### config.mk
export PLATFORM = sky130hd
export DESIGN_NAME = ais_ctrl
export DESIGN_NICKNAME = d
export VERILOG_FILES = /design/src/rtl/ais_pkg.sv /design/src/rtl/ais_ctrl.sv
export SDC_FILE = /design/constraint.sdc
export NUM_CORES = 1
export LEC_CHECK = 0
export BUFFER_PORTS_ARGS = -buffer_cell sky130_fd_sc_hd__buf_4
export CORE_AREA = 2 2 39 41
export CTS_CLUSTER_DIAMETER = 40
export DETAILED_ROUTE_END_ITERATION = 7
export DIE_AREA = 0 0 41 43
export MAX_ROUTING_LAYER = met4
export SLEW_MARGIN = 20
export SYNTH_ARGS = -nofsm -noshare
export SYNTH_HDL_FRONTEND = slang
export SYNTH_SLANG_ARGS = --single-unit
### constraint.sdc
create_clock -name clock -period 1.25 [get_ports clock]
set_clock_uncertainty 0.15 [all_clocks]
set_input_delay 0.0625 -clock clock [delete_from_list [all_inputs] [get_ports clock]]
set_output_delay 0.0625 -clock clock [all_outputs]
set_load 0.03 [all_outputs]
### src/rtl/ais_pkg.sv
`timescale 1ns / 1ps
// Shared types and constants for the alternating IIR slew shaper.
// Used by the controller, the datapath and the top level; depends on nothing.

package ais_pkg;

   localparam int STATE_W   = 32;
   localparam int COEF_W    = 25;
   localparam int SAMPLE_W  = 24;
   localparam int VOICE_W   = 4;
   localparam int CSR_IDX_W = 2;

   // Configuration register indexes.
   localparam logic [CSR_IDX_W-1:0] CSR_FIRST_STAGE_COEF = 2'd0;
   localparam logic [CSR_IDX_W-1:0] CSR_IIR_COEF         = 2'd1;

   localparam logic [COEF_W-1:0] FIRST_STAGE_COEF_RESET = 25'd6408326;
   localparam logic [COEF_W-1:0] IIR_COEF_RESET         = 25'd49493;

   // Slew limit of 0.381966 volt at 2^-28 volt per LSB.
   localparam logic signed [STATE_W:0] SLEW_LIMIT = 33'sd102533220;

   typedef struct packed {
      logic                       side;
      logic [VOICE_W-1:0]         voice;
      logic signed [SAMPLE_W-1:0] sample_in;
   } req_payload_type;

   typedef struct packed {
      logic                       side_out;
      logic [VOICE_W-1:0]         voice_out;
      logic signed [SAMPLE_W-1:0] sample_out;
   } rsp_payload_type;

   typedef enum logic [1:0] {
      STAGE_FIRST,
      STAGE_SECOND,
      STAGE_THIRD
   } stage_sel_type;

   // Commands from the controller to the datapath.
   typedef struct packed {
      logic          accept;
      logic          load;
      logic          mul;
      logic          acc;
      stage_sel_type stage;
      logic          commit;
      logic          deliver;
   } ais_cmd_type;

   // Status from the datapath to the controller.
   typedef struct packed {
      logic in_range;
      logic out_free;
   } ais_status_type;

endpackage

### src/rtl/ais_ctrl.sv
`timescale 1ns / 1ps
// Sequencing state machine of the alternating IIR slew shaper.
// Depends on ais_pkg for the command and status structs.

module ais_ctrl
   import ais_pkg::*;
(
   input  logic           clock,
   input  logic           reset,
   input  logic           req_valid,
   output logic           req_stall,
   input  ais_status_type status,
   output ais_cmd_type    cmd
);

   typedef enum logic [2:0] {
      ST_IDLE,
      ST_LOAD,
      ST_MUL,
      ST_ACC,
      ST_COMMIT,
      ST_DELIVER
   } state_type;

   state_type     state_ff;
   state_type     state_in;
   stage_sel_type stage_ff;
   stage_sel_type stage_in;
   stage_sel_type stage_next;

   always_comb begin
      case (stage_ff)
         STAGE_FIRST:  stage_next = STAGE_SECOND;
         STAGE_SECOND: stage_next = STAGE_THIRD;
         default:      stage_next = STAGE_FIRST;
      endcase
   end

   always_comb begin
      state_in = state_ff;
      stage_in = stage_ff;
      case (state_ff)
         ST_IDLE: begin
            if (req_valid) begin
               state_in = ST_LOAD;
            end
         end
         ST_LOAD: begin
            stage_in = STAGE_FIRST;
            state_in = status.in_range ? ST_MUL : ST_DELIVER;
         end
         ST_MUL: begin
            state_in = ST_ACC;
         end
         ST_ACC: begin
            if (stage_ff == STAGE_THIRD) begin
               state_in = ST_COMMIT;
            end else begin
               stage_in = stage_next;
               state_in = ST_MUL;
            end
         end
         ST_COMMIT: begin
            state_in = ST_DELIVER;
         end
         ST_DELIVER: begin
            if (status.out_free) begin
               state_in = ST_IDLE;
            end
         end
         default: begin
            state_in = ST_IDLE;
         end
      endcase
   end

   always_ff @(posedge clock) begin
      if (reset) begin
         state_ff <= ST_IDLE;
         stage_ff <= STAGE_FIRST;
      end else begin
         state_ff <= state_in;
         stage_ff <= stage_in;
      end
   end

   assign req_stall = (state_ff != ST_IDLE);

   always_comb begin
      cmd         = '0;
      cmd.stage   = stage_ff;
      cmd.accept  = (state_ff == ST_IDLE) && req_valid;
      cmd.load    = (state_ff == ST_LOAD);
      cmd.mul     = (state_ff == ST_MUL);
      cmd.acc     = (state_ff == ST_ACC);
      cmd.commit  = (state_ff == ST_COMMIT);
      cmd.deliver = (state_ff == ST_DELIVER) && status.out_free;
   end

endmodule

==> out/results.txt, run 1 <==
antenna violations before repair: 0
clock buffers created by TritonCTS: 3
GRT Residual Overflow: 0
Crit path required time: 1040 ps
launching element type of the critical path: register
type of the worst setup path: register to primary output
sequential-to-total area share from yosys stat: 31.3%
Reg area: 109 µm²
worst hold-check path type: input pin to register
period utilization: 115%
global-route wire length before repair: 1640 µm
drt pass-1 iters: 2
clock slew at the register clock pins of the worst setup and hold paths: 50 ps
Lkg Pwr: 0.000314 µW
switching power: 274 µW
Worst Hold Launch: status[1]
H-tree depth reported by CTS: 1
Synth Area per Inst: 8.66 µm²
number of global-route vias before repair: 394
Post-Route WL: 1030 µm
count of cells along the worst register-to-register path: 4
unrepaired setup endpoints after global routing: true
setup slack after layout: -188 ps
destination of the critical timing path: cmd[7]
Max Fclk: 695 MHz
Gate Count Post-Synth: 37
critical register-to-register path startpoint: state_ff[2]$_SDFFE_PP0P_
sinks on the clock net: 5
outcome: finished with violations
core outline area: 0.00138 mm²
Synthesis Warnings: 0
max-slew headroom at the worst pin: 83.4%
Critical Path Fanout Max: 5
Worst Max-Slew Pin Slew: 249 ps
number of placement rows: 14
clock tree from TritonCTS: built
most used cells in the layout excluding fill and tap cells: buf_4, buf_6, nor2b_4, clkbuf_4
final routed wire length divided by cell count: 12.5 µm
net count of the mapped netlist: 42
total die area: 0.00176 mm²
count of final setup violators: 8
overall via count from detail_route: 381
endpoint of the lowest-slack register-to-register path: state_ff[2]$_SDFFE_PP0P_
power per cell area: 1150 mW/mm²
Final TNS setup: -716 ps
shortest clock period the worst path allows after layout: 1440 ps
Vias/cell: 4.65
violations in the final reports: hold timing, setup timing
Clock Tree Root: clkbuf_4
Die Span X: 41 µm
critical path startpoint: state_ff[0]$_SDFFE_PP0P_
logic gate share of total power: 49.0%
Yosys cell types: 24
leading cell type in the layout, fill and taps excluded: buf_4
worst setup slack for register-to-register paths: -10 ps
worst slack on hold paths: -4.96 ps
vertical extent of the die: 43 µm
post-synth design cell area: 320 µm²
number of nets in the finished design: 72
total DRC errors in the routed layout: 0
clock network fraction of design power: 25.4%
proportion of layout cells with a drive suffix above 1: 72.7%
number of DRC markers after the initial detailed-route iteration: 4
Int Pwr: 499 µW
register share of total power: 25.6%
remaining antenna violation count: 0
area growth from synthesis to final layout: 109%
clock network latency to the later pin of the worst-skew pair: 250 ps
starting density of the core: 23.1%
maximum count of clock buffers along a single path: 2
overall power after layout: 773 µW
layout filler cell count: 136
total of flip-flops plus latches after synthesis: 5
Worst EP arrival: 1230 ps
placer's final routability congestion estimate: 0.684
utilization after layout: 48.4%
final hold violation count: 1
switching part of the total power: 35.4%
# IOs: 14
number of slew-limit violations in the final report: 0
maximum capacitance violations: 0
Worst IR Drop VDD: 0.654 mV
Detailed Place HPWL: 666 µm
GRT Util Overall: 13.9%
combined area of the multi-input logic cells: 254 µm²
number of buffer cells added on primary ports: 13
diodes inserted: 0
largest net degree at the start of global routing: 7
Critical Path End Type: primary output
[critical path, cell delays in order, from the launching register on]
cell and delay (ps):
dfxtp_2 340, or3_4 410, nor2_4 90, buf_6 130
[per-layer routing]
metal	vias to the layer above	global-route usage, %	part of all wire, %
met5	-	-	0
met4	0	2.00	0
met3	0	6.28	5.9
met2	11	22.8	54
met1	182	15.2	39
li1	188	-	-
[cell type report]
class                   count  area share (%)
multi-input cells          27            37.9
repair buffers             28            37.8
flip-flops and latches      5            16.3
clock buffers               4            3.93
well taps                  16            2.99
inverters                   2            1.12
[power groups by stage]
| stage | sequential, µW | clock, µW | combinational, µW |
|---|---|---|---|
| final | 198 | 197 | 379 |
| after floorplan | 185 | 0 | 189 |
| after CTS | 196 | 199 | 362 |
| after global routing | 200 | 209 | 402 |
| after global placement | 198 | 0 | 271 |
| after detailed placement | 198 | 0 | 274 |
[through the flow]
stage / cells / setup slack (ps) / hold WS [ps] / instance area (µm²)
final: 82 / -188 / -4.96 / 669
after global routing: 82 / -230 / -1.38 / 669
after CTS: 82 / -185 / 7.50 / 644
after detailed placement: 71 / -2.01 / 138 / 492
after global placement: 71 / 35.1 / 128 / 492
after floorplan: 37 / -21.4 / -19.6 / 340
[cells in the mapped netlist (all sizes together)]
library cell	number	area (µm²)
a211o	1	8.76
a211oi	1	7.51
a21o	1	7.51
a21oi	2	10.0
a311oi	1	15.0
and2b	1	7.51
and3	2	12.5
buf	3	26.3
dfxtp	5	100
inv	2	7.51
nand2	1	3.75
nand2b	1	6.26
nand3b	2	15.0
nand4b	1	8.76
nor2	4	15.0
nor2b	4	35.0
nor3b	1	7.51
nor4	1	6.26
o21ai	1	5.00
o41ai	1	8.76
or3	1	6.26
[sequential cells by signal, summed over array words and instances (netlist names)]
name / flops
stage_ff: 2
state_ff: 3
[how the worst min path moves through the flow]
stage | end | slack [ps] | depth (start not counted)
6_report | state_ff[1]$_SDFFE_PP0P_ | -5 | 3
5_1_grt | state_ff[1]$_SDFFE_PP0P_ | -1 | 3
4_1_cts | state_ff[0]$_SDFFE_PP0P_ | 8 | 3
3_5_place_dp | stage_ff[1]$_SDFFE_PP0P_ | 140 | 2
3_3_place_gp | state_ff[2]$_SDFFE_PP0P_ | 130 | 2
2_1_floorplan | state_ff[2]$_SDFFE_PP0P_ | -20 | 1
[cells by family after synthesis]
family | count (synthesis) | share of synthesized area, %
and+or+nand+nor | 19 | 38.7
buffers and inverters | 5 | 10.5
AOI/OAI and AO/OA | 8 | 19.5
DFF | 5 | 31.3
[timing repair]
| item | CTS | global route |
|---|---|---|
| hold buffers | 2 | 0 |
| setup buffers | 6 | 1 |
| pin swaps | 5 | 3 |
| endpoints found under the setup margin | 8 | 11 |
| resized for setup | 22 | 6 |
| hold endpoints to repair | 5 | 0 |
(Power assumes the default switching activity.)
==> inputs of run 2 (changes only) <==
--- a/config.mk
+++ b/config.mk
@@ -7,6 +7,7 @@
 export LEC_CHECK = 0
 export BUFFER_PORTS_ARGS = -buffer_cell sky130_fd_sc_hd__buf_4
 export CORE_AREA = 2 2 39 41
+export CTS_BUF_LIST = sky130_fd_sc_hd__clkbuf_8
 export CTS_CLUSTER_DIAMETER = 40
 export DETAILED_ROUTE_END_ITERATION = 7
 export DIE_AREA = 0 0 41 43
==> out/results.txt, run 2 (synthesis gave the netlist of run 1 again) <==
outcome: finished with violations
violations in the final reports: setup timing
period utilization: 114%
placer's final routability congestion estimate: 0.684
Detailed Place HPWL: 666 µm
clock network fraction of design power: 35.1%
maximum count of clock buffers along a single path: 2
Worst EP arrival: 1210 ps
largest net degree at the start of global routing: 7
most flop-heavy register: state_ff
Post-Route WL: 958 µm
starting density of the core: 23.1%
proportion of layout cells with a drive suffix above 1: 69.4%
number of DRC markers after the initial detailed-route iteration: 0
Die Span X: 41 µm
Worst IR Drop VDD: 0.588 mV
GRT Residual Overflow: 0
type of the worst setup path: register to primary output
Worst Hold Launch: status[1]
H-tree depth reported by CTS: 1
Setup WS pre-CTS: -2.01 ps
clock network latency to the later pin of the worst-skew pair: 220 ps
Worst Max-Slew Pin Slew: 239 ps
count of cells along the worst register-to-register path: 4
worst hold-check path type: input pin to register
sinks on the clock net: 5
number of slew-limit violations in the final report: 0
area growth from synthesis to final layout: 102%
number of gates on the worst path with buffers counted: 3
overall via count from detail_route: 352
global-route wire length before repair: 1590 µm
Lkg Pwr: 0.000310 µW
Crit-path slowest cell: or3_4
critical register-to-register path startpoint: state_ff[2]$_SDFFE_PP0P_
clock buffers created by TritonCTS: 3
number of buffer cells added on primary ports: 13
shortest clock period the worst path allows after layout: 1420 ps
Int Pwr: 571 µW
critical path startpoint: state_ff[1]$_SDFFE_PP0P_
final hold violation count: 0
depth of the worst hold-timing path: 3
largest incremental delay on the critical path: 410 ps
registers with the most flip-flops: state_ff x3, stage_ff x2
remaining antenna violation count: 0
GRT Util Overall: 13.5%
switching part of the total power: 33.2%
diodes inserted: 0
number of nets in the finished design: 68
most used cells in the layout excluding fill and tap cells: buf_4, buf_6, nor2b_4, clkbuf_8
logic gate share of total power: 41.8%
maximum capacitance violations: 0
number of flip-flops under the largest register name: 3
final design area excluding fillers: 648 µm²
cell breakdown of the critical path: or3_4, nor2_4, buf_6
register share of total power: 23.1%
Cell Area, Placed: 492 µm²
Max Fclk: 703 MHz
Critical Path Fanout Max: 5
Final TNS setup: -652 ps
Crit path required time: 1040 ps
Vias/cell: 4.51
leading cell type in the layout, fill and taps excluded: buf_4
dominant delay contributor by cell family on the critical path: simple AND/OR/NAND/NOR gates
vertical extent of the die: 43 µm
final routed wire length divided by cell count: 12.3 µm
max-slew headroom at the worst pin: 83.8%
clock tree from TritonCTS: built
Clock Tree Root: clkbuf_8
Critical path buffers and inverters: 1
unrepaired setup endpoints after global routing: true
core outline area: 0.00138 mm²
power per cell area: 1320 mW/mm²
Critical Path End Type: primary output
number of placement rows: 14
setup slack after layout: -172 ps
number of global-route vias before repair: 376
antenna violations before repair: 0
clock slew at the register clock pins of the worst setup and hold paths: 40 ps
total DRC errors in the routed layout: 0
launching element type of the critical path: register
switching power: 284 µW
count of final setup violators: 8
total die area: 0.00176 mm²
drt pass-1 iters: 1
# IOs: 14
-- run 2: changes by cell type in the layout (fill, tap and decap cells not counted), sizes merged --
cell	change
buf	-3
dlygate4sd3	-1
inv	+1
clkbuf	-1
-- run 2: timing repair --
action,4_1_cts,5_1_grt
resized for setup,21,5
setup endpoints to repair,8,9
endpoints found under the hold margin,5,0
buffers inserted,2,1
hold buffers,1,0
pin swaps,4,4
-- run 2: power by group through the flow --
stage / sequential, µW / clock, µW / combinational (µW)
after global routing: 200 / 317 / 378
after detailed placement: 198 / 0 / 274
after global placement: 198 / 0 / 271
final: 197 / 301 / 358
after floorplan: 185 / 0 / 189
after CTS: 197 / 305 / 349
-- run 2: final cells by class --
type / count / area, µm²
multi-input cells: 27 / 254
well taps: 16 / 20.0
fillers: 138 / 736
inverters: 2 / 7.51
flip-flops and latches: 5 / 109
clock inverters: 1 / 3.75
repair buffers: 24 / 213
clock buffers: 3 / 41.3
-- run 2: final timing paths --
| check | slack (ps) | to |
|---|---|---|
| max reg2reg | -40 | state_ff[2]$_SDFFE_PP0P_ |
| min reg2reg | 400 | stage_ff[0]$_SDFFE_PP0P_ |
| max | -170 | cmd[7] |
| min | 30 | state_ff[1]$_SDFFE_PP0P_ |
-- run 2: metal layers --
metal / vias to the layer above / track usage, % / wire length [µm]
met3: 0 / 6.28 / 77
met5: - / - / 0
met4: 0 / 2.00 / 0
li1: 180 / - / -
met2: 11 / 20.9 / 484
met1: 161 / 15.8 / 396
-- run 2: tightest hold or removal path, cell delays in order --
cell,delay (ps)
buf_4,80
a21oi_1,60
nor4_1,130
-- run 2: per-stage QoR --
step	util [%]	cells	total power, µW	hold WS [ps]
CTS	46.0	78	851	21.8
finish	46.8	78	856	26.0
detailed placement	35.5	71	472	138
floorplan	-	37	374	-19.6
global route	46.8	78	895	51.9
global placement	35.5	71	468	128
